**config.mk**
```make
export PLATFORM = sky130hd
export DESIGN_NAME = rhs_cell
export DESIGN_NICKNAME = d
export VERILOG_FILES = /design/src/hdl/rhs_pkg.sv /design/src/hdl/rhs_cell.sv
export SDC_FILE = /design/constraint.sdc
export NUM_CORES = 1
export LEC_CHECK = 0
export BUFFER_PORTS_ARGS = -buffer_cell sky130_fd_sc_hd__buf_2
export CAP_MARGIN = 15
export CORE_MARGIN = 4
export CORE_UTILIZATION = 42
export DETAILED_ROUTE_END_ITERATION = 6
export PLACE_DENSITY = 0.79
export SYNTH_ARGS = -nofsm -noshare
export SYNTH_HDL_FRONTEND = slang
export SYNTH_SLANG_ARGS = --single-unit
export TNS_END_PERCENT = 30
```
**constraint.sdc**
```tcl
create_clock -name clk -period 2.26 [get_ports clk]
set_clock_uncertainty 0.2 [all_clocks]
set_input_delay 0.678 -clock clk [delete_from_list [all_inputs] [get_ports clk]]
set_output_delay 0.678 -clock clk [all_outputs]
set_load 0.02 [all_outputs]
```
**src/hdl/rhs_pkg.sv**
```systemverilog
// Shared types, constants and elaboration-time helpers of the rolling-hash substring search.
package rhs_pkg;

  localparam int HASH_W     = 30;
  localparam int POS_W      = 32;
  localparam int BYTE_W     = 8;
  localparam int MODE_W     = 2;
  localparam int LEN_W      = 7;
  localparam int CFG_ADDR_W = 3;
  localparam int CFG_DATA_W = 32;
  localparam int IN_DATA_W  = 8;
  localparam int OUT_DATA_W = 64;
  localparam int PROD_W     = 2 * HASH_W;
  localparam int GRP_W      = 8;

  localparam int OUT_DEPTH  = 16;
  localparam int OUT_PTR_W  = 4;
  localparam int OUT_CNT_W  = 5;

  localparam logic [63:0] HASH_BASE  = 64'd263;
  localparam logic [63:0] HASH_PRIME = 64'd1000000007;

  // floor(2^60 / prime), Barrett constant for products below prime^2
  localparam logic [30:0] BARRETT_MU = 31'((64'd1 << PROD_W) / HASH_PRIME);

  // register index, taken from paddr[2]
  localparam logic REG_PATTERN_LENGTH = 1'b0;

  typedef enum logic [MODE_W-1:0] {
    MODE_RESTART = 2'd0,
    MODE_PATTERN = 2'd1,
    MODE_TEXT    = 2'd2
  } mode_t;

  typedef logic [HASH_W-1:0] hash_t;

  typedef struct packed {
    logic pat_shift;
    logic win_shift;
    logic in_use;
  } cell_ctrl_t;

  typedef struct packed {
    logic             v;
    logic             qual;
    logic [POS_W-1:0] pos;
  } trk_t;

  function automatic hash_t pow_mod(input logic [63:0] base, input logic [31:0] e);
    logic [63:0] r;
    logic [63:0] b;
    logic [31:0] k_e;
    r   = 64'd1;
    b   = base % HASH_PRIME;
    k_e = e;
    for (int i = 0; i < 32; i++) begin
      if (k_e[0]) begin
        r = (r * b) % HASH_PRIME;
      end
      b   = (b * b) % HASH_PRIME;
      k_e = k_e >> 1;
    end
    return HASH_W'(r);
  endfunction

  localparam hash_t HASH_BASE_INV = pow_mod(HASH_BASE, 32'(HASH_PRIME - 64'd2));

endpackage

```
**src/hdl/rhs_cell.sv**
```systemverilog
// One window cell: a pattern byte, a text byte and their registered compare.
module rhs_cell (
  input  logic                         clk,
  input  rhs_pkg::cell_ctrl_t          ctrl_i,
  input  logic [rhs_pkg::BYTE_W-1:0]   pat_i,
  input  logic [rhs_pkg::BYTE_W-1:0]   win_i,
  output logic [rhs_pkg::BYTE_W-1:0]   pat_o,
  output logic [rhs_pkg::BYTE_W-1:0]   win_o,
  output logic                         eq_o
);

  logic [rhs_pkg::BYTE_W-1:0] pat_r;
  logic [rhs_pkg::BYTE_W-1:0] win_r;
  logic                       eq_r;
  logic                       eq_nxt;

  assign eq_nxt = (pat_r == win_r) || !ctrl_i.in_use;

  always_ff @(posedge clk) begin
    if (ctrl_i.pat_shift) begin
      pat_r <= pat_i;
    end
    if (ctrl_i.win_shift) begin
      win_r <= win_i;
    end
    eq_r <= eq_nxt;
  end

  assign pat_o = pat_r;
  assign win_o = win_r;
  assign eq_o  = eq_r;

endmodule

```
# ---- Word-level counts from Yosys, hierarchy flattened
# Index checks and enable logic that the tools add are counted.
dict set report word_totals {
  reg_bits 17
  input_bits 20
  output_inout_bits 17
  wordCells 6
}
dict set report op_classes {
  eq_ne 1
  reduce_logical 2
}
# op count
set op_table {}
lappend op_table {{8-bit equality test} 1}
lappend op_table {{1-bit logical NOT} 1}
lappend op_table {{1-bit logical OR} 1}

# ---- Depth between registers and ports, before layout
dict set report logic_depth {
  depth_word 2
  depth_mapped 3
}

# ---- Least setup slack after synthesis
# Ideal clock, no wire load.
dict set report synth_path {
  kind {register to output}
  start {register pat_r (netlist bit pat_o[0])}
  end {output pat_o[0] (netlist bit)}
  arrival_time_ps 474
  path_slack_ps 908
  stages_incl_launch_ff 1
  path_buffers 0
  cell_sequence {edfxtp_1}
}
# element line_no
set synth_lines {}
lappend synth_lines {{start: declaration} rhs_cell.sv:12} ;# logic [rhs_pkg::BYTE_W-1:0] pat_r;
lappend synth_lines {{start signal: assignment} rhs_cell.sv:21} ;# pat_r <= pat_i;
lappend synth_lines {{end: declaration} rhs_cell.sv:7} ;# output logic [rhs_pkg::BYTE_W-1:0] pat_o,
# No word-level cell between the ends.

# ---- Worst setup path after layout
dict set report layout_path {
  start {register win_r (netlist bit win_o[5])}
  end {output win_o[5] (netlist bit)}
}
# element line_no
set layout_lines {}
lappend layout_lines {{start: declaration} rhs_cell.sv:13} ;# logic [rhs_pkg::BYTE_W-1:0] win_r;
lappend layout_lines {{start signal: assignment} rhs_cell.sv:24} ;# win_r <= win_i;
lappend layout_lines {{end: declaration} rhs_cell.sv:8} ;# output logic [rhs_pkg::BYTE_W-1:0] win_o,
# No word-level cell between the ends.

==> run_results.csv <==
group,metric,value,unit
floorplan,start_util,44.63,%
sta,fin_ws,497.5,ps
sta,hold_viol_final,0,
sta,whs,358.4,ps
layout,area_delta_synth_final,38.30,%
critical_path,crit_path_top_delay_cell,"edfxtp_1",
global_routing,overflow,0,
placed_design,pre_cts_ws,807.4,ps
sta,max_slew_margin,86.44,%
synthesis,yosys_warnings,0,
clocking,path_clk_slew,90,ps
clocking,tritoncts,"built",
critical_path,r2r_cells,3,
clocking,clock_sinks,17,
clocking,htreeDepth,1,
layout,final_layout_size_suffix_gt1_share,57.35,%
layout,antenna_cells,0,
routing,viasPerCell,4.518,
worst_hold_path,hold_path_depth,2,
floorplan,die_w,45.42,µm
routing,dr.pass1.iters,2,
sta,worst_pin_slew,203.3,ps
power,leakage,0.3400,nW
critical_path,cp-start-kind,"flip-flop",
placed_design,dp_cells,79,
status,outcome,"finished, final reports clean",
power,p_per_area,785.0,nW/µm²
synthesis,synth_nets,48,
synthesis,syn_inst,28,
critical_path,crit_arrival,880,ps
critical_path,rrSetupSlack,1160,ps
worst_hold_path,min_from,"ctrl_i[0]",
routing,vias,375,
floorplan,die_area,2063,µm²
sta,max_freq,567.4,MHz
clocking,post-cts-setup-buffers,0,
global_routing,grt_pass1_wl,1.628,mm
power,ir_worst_vdd,0.4797,mV
clocking,root_buffer,"clkbuf_4",
floorplan,ioPinCount,37,
global_routing,antenna_found_initial,0,
routing,ant_nets,0,
global_routing,globalRouteTotalUtil,11.47,%
critical_path,critical_path.cell_chain,"buf_2",
worst_hold_path,hold_end,"eq_o",
sta,period_share,77.98,%
placed_design,place_congestion,0.6947,
clocking,cts_resized,0,
sta,slew_violations,0,
layout,fin_nets,89,
clocking,cts_buffers,3,
routing,wl_per_cell,13.07,µm
layout,stdcell_count,83,
floorplan,chipHeight,45.42,µm
synthesis,syn_avg_cell_area,21.00,µm²
sta,rsz0062_at_grt,"no",
global_routing,grt_max_degree,10,
synthesis,synth_seq_cells,17,
routing,route.detailed.drc,0,
routing,drt_wl_total,1.085,mm
sta,setup_viol,0,
synthesis,syn_area,588.1,µm²
critical_path,end_kind,"primary output",
job,cap_violations,0,
clocking,hold_buffers,0,
synthesis,synth_seq_area_share,85.11,%
sta,min_period,1762,ps
sta,setup_tns,0,ps
routing,drt_iter0_drc,6,
critical_path,worst-path-buf-inv,1,
worst_hold_path,hold_class,"in2reg",
clocking,clockBufferDepth,2,
synthesis,ys_types,5,
layout,utilization,61.73,%
critical_path,critical_path.top_delay_family,"flip-flops",
clocking,clock_latency,280,ps
global_routing,grt_pass1_vias,384,
placed_design,numPortBuffers,36,
floorplan,core,1318,µm²
critical_path,r2r-start,"win_o[5]",
critical_path,crit_fanout,2,
critical_path,max_stage_delay,430,ps
critical_path,critPathKind,"reg2out",
critical_path,r2r-end,"eq_o",
critical_path,cp_data_required_time,1380,ps
floorplan,rows,13,
-- where the power goes --
group,internal (mW),switching [mW]
Clock,0.0683,0.0876
Sequential,0.372,0.0143
Combinational,0.0414,0.0548
-- cell usage in the layout, fill, tap and decap left out --
cell type  instances
dfxtp_1            1
nand4_1            2
clkbuf_1           1
clkbuf_4           3
xnor2_1            8
buf_2             36
edfxtp_1          16
o21ai_1            1
-- final cells by class --
type | count | area (µm²)
fill | 108 | 504.2
sequential | 17 | 500.5
timing repair buffer | 36 | 180.2
tap | 15 | 18.77
clock buffer | 4 | 26.28
multi-input combinational | 11 | 87.58
-- cells by family after synthesis --
| kind of cell | count (synthesis) | share of synthesized area (%) |
|---|---|---|
| xor gates and xnor gates | 8 | 11.92 |
| and+or+nand+nor | 2 | 2.127 |
| AOI/OAI and AO/OA | 1 | 0.8502 |
| DFF | 17 | 85.11 |
-- worst reg2reg max path, delay by kind of cell (launching register included) --
family	cells	cell delay [ps]
and+or+nand+nor	1	110
xor gates and xnor gates	1	190
DFF	1	430
AOI/OAI and AO/OA	1	130
-- how the worst max path moves through the flow --
stage / from / end / slack [ps] / cells after the start
detailed placement: pat_o[1] / pat_o[1] / 810 / 1
floorplan: pat_o[0] / pat_o[0] / 910 / 0
global placement: pat_o[7] / pat_o[7] / 820 / 1
CTS: pat_o[7] / pat_o[7] / 490 / 1
finish: win_o[5] / win_o[5] / 500 / 1
global route: win_o[5] / win_o[5] / 460 / 1
-- cells in the mapped netlist --
| cell type | count | area, µm² |
|---|---|---|
| edfxtp_1 | 16 | 480.5 |
| xnor2_1 | 8 | 70.07 |
| dfxtp_1 | 1 | 20.02 |
| nand4_1 | 2 | 12.51 |
| o21ai_1 | 1 | 5.000 |
-- state kept, by name, summed over array words and instances (netlist names) --
name	flops
eq_o	1
pat_o	8
win_o	8
-- per-layer routing --
layer | global-route usage (%) | vias up | part of all wire, %
met5 | 0 | - | 0
met1 | 12.73 | 172 | 36
met2 | 20.89 | 18 | 55
li1 | - | 185 | -
met3 | 3.162 | 0 | 9.4
met4 | 3.509 | 0 | 0
-- through the flow --
step	total power [mW]	area, µm²
after floorplan	0.4444	588.1
after global placement	0.4889	787.0
after detailed placement	0.4916	787.0
after CTS	0.6425	813.3
after global routing	0.6653	813.3
final	0.6384	813.3
(Power assumes the default switching activity.)
