## src/hdl/rhs_pkg.sv

```systemverilog
// Shared types, constants and elaboration-time helpers of the rolling-hash substring search.
package rhs_pkg;

  localparam int HASH_W     = 30;
  localparam int POS_W      = 32;
  localparam int BYTE_W     = 8;
  localparam int MODE_W     = 2;
  localparam int LEN_W      = 7;
  localparam int CFG_ADDR_W = 3;
  localparam int CFG_DATA_W = 32;
  localparam int IN_DATA_W  = 8;
  localparam int OUT_DATA_W = 64;
  localparam int PROD_W     = 2 * HASH_W;
  localparam int GRP_W      = 8;

  localparam int OUT_DEPTH  = 16;
  localparam int OUT_PTR_W  = 4;
  localparam int OUT_CNT_W  = 5;

  localparam logic [63:0] HASH_BASE  = 64'd263;
  localparam logic [63:0] HASH_PRIME = 64'd1000000007;

  // floor(2^60 / prime), Barrett constant for products below prime^2
  localparam logic [30:0] BARRETT_MU = 31'((64'd1 << PROD_W) / HASH_PRIME);

  // register index, taken from paddr[2]
  localparam logic REG_PATTERN_LENGTH = 1'b0;

  typedef enum logic [MODE_W-1:0] {
    MODE_RESTART = 2'd0,
    MODE_PATTERN = 2'd1,
    MODE_TEXT    = 2'd2
  } mode_t;

  typedef logic [HASH_W-1:0] hash_t;

  typedef struct packed {
    logic pat_shift;
    logic win_shift;
    logic in_use;
  } cell_ctrl_t;

  typedef struct packed {
    logic             v;
    logic             qual;
    logic [POS_W-1:0] pos;
  } trk_t;

  function automatic hash_t pow_mod(input logic [63:0] base, input logic [31:0] e);
    logic [63:0] r;
    logic [63:0] b;
    logic [31:0] k_e;
    r   = 64'd1;
    b   = base % HASH_PRIME;
    k_e = e;
    for (int i = 0; i < 32; i++) begin
      if (k_e[0]) begin
        r = (r * b) % HASH_PRIME;
      end
      b   = (b * b) % HASH_PRIME;
      k_e = k_e >> 1;
    end
    return HASH_W'(r);
  endfunction

  localparam hash_t HASH_BASE_INV = pow_mod(HASH_BASE, 32'(HASH_PRIME - 64'd2));

endpackage

```

## src/hdl/rhs_modmul.sv

```systemverilog
// Five-stage modular multiplier, Barrett reduction by the hash prime, with a side tag.
module rhs_modmul #(
  parameter int TAG_W = 1
) (
  input  logic                clk,
  input  logic                rst_n,
  input  logic                valid_i,
  input  rhs_pkg::hash_t      a_i,
  input  rhs_pkg::hash_t      b_i,
  input  logic [TAG_W-1:0]    tag_i,
  output logic                valid_o,
  output rhs_pkg::hash_t      r_o,
  output logic [TAG_W-1:0]    tag_o
);

  localparam int PW = rhs_pkg::PROD_W;

  logic [4:0]          v_r;
  logic [TAG_W-1:0]    tag1_r, tag2_r, tag3_r, tag4_r, tag5_r;
  logic [PW-1:0]       x1_r, x2_r, x3_r;
  logic [PW-1:0]       x1_nxt;
  logic [61:0]         qm;
  logic [29:0]         q2_r;
  logic [PW-1:0]       qp3_r;
  logic [31:0]         r4_r;
  logic [31:0]         r4_nxt;
  logic [31:0]         p1, p2;
  rhs_pkg::hash_t      r5_r;
  rhs_pkg::hash_t      r5_nxt;

  assign x1_nxt = PW'(a_i) * PW'(b_i);
  assign qm     = 62'(x1_r[PW-1:29]) * 62'(rhs_pkg::BARRETT_MU);
  assign r4_nxt = 32'(x3_r - qp3_r);
  assign p1     = 32'(rhs_pkg::HASH_PRIME);
  assign p2     = 32'(rhs_pkg::HASH_PRIME << 1);

  always_comb begin
    priority if (r4_r >= p2) begin
      r5_nxt = rhs_pkg::HASH_W'(r4_r - p2);
    end else if (r4_r >= p1) begin
      r5_nxt = rhs_pkg::HASH_W'(r4_r - p1);
    end else begin
      r5_nxt = rhs_pkg::HASH_W'(r4_r);
    end
  end

  always_ff @(posedge clk) begin
    if (!rst_n) begin
      v_r <= '0;
    end else begin
      v_r <= {v_r[3:0], valid_i};
    end
  end

  always_ff @(posedge clk) begin
    x1_r   <= x1_nxt;
    tag1_r <= tag_i;
    q2_r   <= qm[60:31];
    x2_r   <= x1_r;
    tag2_r <= tag1_r;
    qp3_r  <= PW'(q2_r) * PW'(rhs_pkg::HASH_PRIME);
    x3_r   <= x2_r;
    tag3_r <= tag2_r;
    r4_r   <= r4_nxt;
    tag4_r <= tag3_r;
    r5_r   <= r5_nxt;
    tag5_r <= tag4_r;
  end

  assign valid_o = v_r[4];
  assign r_o     = r5_r;
  assign tag_o   = tag5_r;

endmodule

```

## config.mk

```make
export PLATFORM = sky130hd
export DESIGN_NAME = rhs_modmul
export DESIGN_NICKNAME = d
export VERILOG_FILES = /design/src/hdl/rhs_pkg.sv /design/src/hdl/rhs_modmul.sv
export SDC_FILE = /design/constraint.sdc
export NUM_CORES = 2
export LEC_CHECK = 0
export BUFFER_PORTS_ARGS = -buffer_cell sky130_fd_sc_hd__buf_2
export CAP_MARGIN = 5
export CORE_ASPECT_RATIO = 0.5
export CORE_UTILIZATION = 65
export DETAILED_ROUTE_END_ITERATION = 10
export GPL_TIMING_DRIVEN = 1
export PLACE_DENSITY = 0.8
export SLEW_MARGIN = 20
export SYNTH_ARGS = -nofsm -noshare
export SYNTH_HDL_FRONTEND = slang
export SYNTH_SLANG_ARGS = --single-unit
export TNS_END_PERCENT = 10
```

## constraint.sdc

```tcl
create_clock -name clk -period 9.55 [get_ports clk]
set_input_delay 1.4325 -clock clk [delete_from_list [all_inputs] [get_ports clk]]
set_output_delay 1.4325 -clock clk [all_outputs]
set_load 0.05 [all_outputs]
```

# Yosys cells after proc, flatten, opt, wreduce, memory -nomap -nowiden
# Cells that the tools add are included.
[op_classes] add_sub_neg=3 multipliers=3 n_div=0 magnitude_cmp=2 eq_ne=0 shift=0 mux=2 bitwise_logic=0 reduce_logical=0
[ops] cell="30-bit by 30-bit multiplier with 60-bit output" n=1
[ops] cell="30-bit two-way mux" n=2
[ops] cell="30-bit subtractor, second input constant" n=2
[ops] cell="31-bit by 28-bit multiplier with 58-bit output, second input constant" n=1
[ops] cell="32-bit by 30-bit greater-or-equal comparator with 1-bit output, second input constant" n=1
[ops] cell="32-bit by 31-bit greater-or-equal comparator with 1-bit output, second input constant" n=1
[ops] cell="30-bit by 30-bit multiplier with 32-bit output, second input constant" n=1
[ops] cell="32-bit subtractor" n=1
[word_totals] reg_bits=258 latch_bits=0 mem_bits_rw=0 rom_bits=0 out_inout_bits=32 elab_cells=23 mem_count=0

# Longest topological paths before layout
[depth] depth_word=3 depth_mapped=29 mapped_depth_nobuf=28

# Least setup slack after synthesis
# OpenSTA, ideal clock, no wires.
[synth_timing] path_kind="input-to-reg" startpoint="input b_i[7]" endpoint="register x1_r[55]" setup_ns=0.131 arrival_ns=8.295 required_time_ns=9.419 setup_slack_ns=1.124 stages=25 cell_sequence="clkbuf_1 > and2_1 > fa_1 > fa_1 > inv_1 > fa_1 > fa_1 > fa_1 > inv_1 > fa_1 > fa_1 > inv_1 > fa_1 > inv_1 > ha_1 > buf_2 > a2111oi_1 > a32oi_1 > a21bo_2 > a2111o_1 > o21ai_2 > o21ai_2 > a221oi_2 > o31ai_1 > xor2_1"
[synth_via] elab_chain_cells=1
[synth_lines] element="start: declaration" line="rhs_modmul.sv:9" source="input rhs_pkg::hash_t b_i,"
[synth_lines] element="30-bit by 30-bit multiplier with 60-bit output" line="rhs_modmul.sv:31" source="assign x1_nxt = PW'(a_i) * PW'(b_i);"
[synth_lines] element="named net x1_nxt[55]" line="rhs_modmul.sv:21" source="logic [PW-1:0] x1_nxt;"
[synth_lines] element="end signal: assignment" line="rhs_modmul.sv:56" source="x1_r <= x1_nxt;"
[synth_lines] element="end: declaration" line="rhs_modmul.sv:20" source="logic [PW-1:0] x1_r, x2_r, x3_r;"
# The timed path passes the listed nets, and every way through them passes these cells.
# A chain may end at the register's enable or synchronous reset.

# Worst setup path after layout
[layout_timing] startpoint="input b_i[7]" endpoint="register x1_r[35]"
# Same word-level chain as after synthesis.

==> out/qor.yml <==
cts_tree: "yes"
clk_pin_slew_ns: 0.07
synthMuxAreaShare: 0.000348
worstMarginPinSlew_ns: 1.01
ant_nets: 0
synth_xor_area_frac: 0.0292
yosysSeqAreaShare: 0.0897
cp-end-kind: "register"
syn_area_mm2: 0.0576
worstRegToRegCells: 19
wirelength_um: 147000
rsz0062_at_grt: "false"
layout-drive-gt1-share: 0.0363
fin_nets: 8006
syn_nets: 8035
whs_endpoint: "x2_r[5]"
dieArea_mm2: 0.0898
slew_headroom: 0.327
synthAdderAreaFrac: 0.598
clk_path_buf_depth: 3
start_util: 0.662
ctsResizeCount: 0
stdcell_area_mm2: 0.0600
async_flop_share: 0
htreeDepth: 1
setup_tns_ns: 0
skew_ns: 0.0156
regToRegSetupSlack_ns: 1.93
finalSetupViolations: 0
areaGrowthSynthToFinish_pct: 4.29
hold_depth: 0
fmax_ghz: 0.114
synth_seq_cells: 258
synth_top_family_by_area: "adder cells"
cpPeakStageDelay_ns: 0.76
min_from: "x1_r[5]"
crit_chain: "buf_2 -> and2_1 -> fa_1 -> fa_1 -> inv_1 -> fa_1 -> fa_1 -> fa_1 -> inv_1 -> fa_1 -> fa_1 -> inv_1 -> fa_1 -> inv_1 -> ha_1 -> a2111oi_1 -> a32oi_1 -> a21bo_2 -> a2111oi_0 -> o21ai_0 -> a21o_1 -> a21oi_1 -> xnor2_1"
io_buffers: 95
cp-startpoint: "b_i[7]"
io_pins: 96
yosys_warnings: 0
cts_hold_buf: 0
syn_inst: 5953
insertion_delay_ns: 0.55
drc_errors: 0
grt_pass1_vias: 44427
synth.distinct_cells: 86
critPathRequiredTime_ns: 10.03
cp_max_fo: 27
drv_cap: 0
pre_cts_slack_ns: 0.345
hold_viol: 0
post_drt_wl_per_cell_um: 20.7
dpl_cell_area_mm2: 0.0591
cts_setup_buffers: 0
grt_usage: 0.342
first_pass_iters: 6
path_buf_inv: 5
rows: 76
yosys.area_share.simple: 0.113
slowest_stage: "a2111oi_0"
r2r_start: "x1_r[45]"
syn_avg_cell_area_um2: 9.67
cts.sinks: 258
synth_edf_count: 0
worst-setup-path-type: "input pin to register"
dieHeight_um: 212
fin_crit_sh: 0.919
cp_top_family: "adder cells"
grt_max_degree: 38
die_w_um: 423
cts_buffers: 25
stdcell_count: 7116
overflow: 0
cts-root-buf: "clkbuf_16"
placed_cells: 7067
synth_flop_cell: "dfxtp_1"
cp_common_cell: "fa_1"
min_path_type: "register to register"
place_congestion: 1.01
core_mm2: 0.0869
worst_slack_ns: 0.775
num_vias: 40456
maxSlewViolCount: 0
drt_iter0_markers: 3704
cp.arrival_ns: 9.26
vias_per_cell: 5.69
grt_pass1_wl_um: 238000
antenna_found_initial: 8
dp.final_hpwl_um: 123000
status: "completed"
synth-compound-area-share: 0.0593
fin_crit_ns: 8.77
r2r_end: "q2_r[19]"
cp-start-kind: "input pin"
[cell families after synthesis]
kind of cell,count (synthesis)
fa+ha+maj,2018
buf+inv,1693
simple gates,1267
compound gates,523
flops,258
xor+xnor,192
mux,2
[worst reg2reg max path: stages, from the launching register on]
cell and delay (ns):
dfxtp_1 0.90, fa_1 0.61, fa_1 0.46, fa_1 0.53
fa_1 0.45, fa_1 0.52, inv_1 0.06, fa_1 0.54
inv_1 0.05, fa_1 0.43, ha_1 0.35, a21oi_1 0.18
o21ai_0 0.14, a2111oi_0 0.39, o21ai_0 0.31, a221oi_1 0.51
o211ai_1 0.21, a31oi_1 0.43, o221ai_1 0.21, xor2_1 0.24
[placed cells by master (no fill, tap or decap), types with 9 or more instances in the layout]
| cell | n |
|---|---|
| inv_1 | 1490 |
| fa_1 | 1222 |
| ha_1 | 796 |
| and2_1 | 539 |
| nand2_1 | 476 |
| dfxtp_1 | 258 |
| a21oi_1 | 154 |
| xnor2_1 | 129 |
| buf_2 | 95 |
| nor2_1 | 93 |
| o21ai_0 | 91 |
| a21o_1 | 89 |
| xor2_1 | 63 |
| buf_4 | 52 |
| o21a_1 | 26 |
| nand3_1 | 25 |
| clkbuf_16 | 25 |
| nor3_1 | 23 |
| nand4_1 | 21 |
| a31oi_1 | 19 |
| o21bai_1 | 16 |
| a211oi_1 | 16 |
| and3_1 | 14 |
| nand2b_1 | 14 |
| nor2b_1 | 14 |
| o31ai_1 | 10 |
| a211o_1 | 9 |
| a2111oi_0 | 9 |
[cell usage after synthesis (9+ instances only)]
cell | instances | area (um^2)
fa_1 | 1222 | 24500
inv_1 | 1490 | 5590
clkbuf_1 | 198 | 743
o21ai_0 | 91 | 455
a21o_1 | 89 | 668
a211o_1 | 9 | 78.8
o31ai_1 | 10 | 75.1
dfxtp_1 | 258 | 5160
a2111oi_0 | 9 | 78.8
nand3_1 | 25 | 125
xnor2_1 | 129 | 1130
nand4_1 | 21 | 131
nor2b_1 | 14 | 87.6
a31oi_1 | 19 | 119
nand2_1 | 476 | 1790
nor3_1 | 23 | 115
ha_1 | 796 | 9960
and2_1 | 539 | 3370
nand2b_1 | 14 | 87.6
xor2_1 | 63 | 552
a211oi_1 | 16 | 120
nor2_1 | 93 | 349
a21oi_1 | 154 | 771
o21a_1 | 26 | 195
o21bai_1 | 16 | 120
and3_1 | 14 | 87.6
[worst max path at each step]
stage | slack, ns | cells after the start | endpoint
2_1_floorplan | 1.12 | 25 | x1_r[55]
3_3_place_gp | 0.46 | 24 | x1_r[55]
3_5_place_dp | 0.35 | 24 | x1_r[55]
4_1_cts | 0.91 | 24 | x1_r[55]
5_1_grt | 0.53 | 24 | x1_r[55]
6_report | 0.78 | 23 | x1_r[35]
[layout make-up]
| class | count | area [um^2] |
|---|---|---|
| multi-input combinational | 4002 | 46000 |
| fill | 6511 | 26900 |
| inverter | 1490 | 5590 |
| sequential | 258 | 5160 |
| tap | 1170 | 1460 |
| timing repair buffer | 147 | 866 |
| clock buffer | 29 | 651 |
| clock inverter | 17 | 256 |
| antenna | 3 | 7.51 |
[registers in the layout, summed over array words and instances, names as in the netlist]
name / flops
x1_r: 60
qp3_r: 32
r4_r: 32
x2_r: 32
x3_r: 32
q2_r: 30
r_o: 30
v_r: 5
tag1_r: 1
tag2_r: 1
tag3_r: 1
tag4_r: 1
tag_o: 1
[per-stage QoR]
stage          utilization  hold slack, ns
6_report             0.691           0.328
4_1_cts              0.691           0.328
3_3_place_gp         0.680           0.311
5_1_grt              0.691           0.333
3_5_place_dp         0.680           0.312
2_1_floorplan            -           0.310
[routing by layer]
layer | vias to the layer above | global-route usage | share of wire | wire [um]
li1 | 17854 | - | - | -
met1 | 20303 | 0.471 | 0.41 | 60700
met2 | 1993 | 0.537 | 0.44 | 64700
met3 | 304 | 0.0891 | 0.12 | 17300
met4 | 2 | 0.0947 | 0.030 | 4470
met5 | - | 0 | 0.00013 | 19
Power is not shown: default switching activity piles up to over one toggle a cycle in this logic, so the estimate is an artifact.
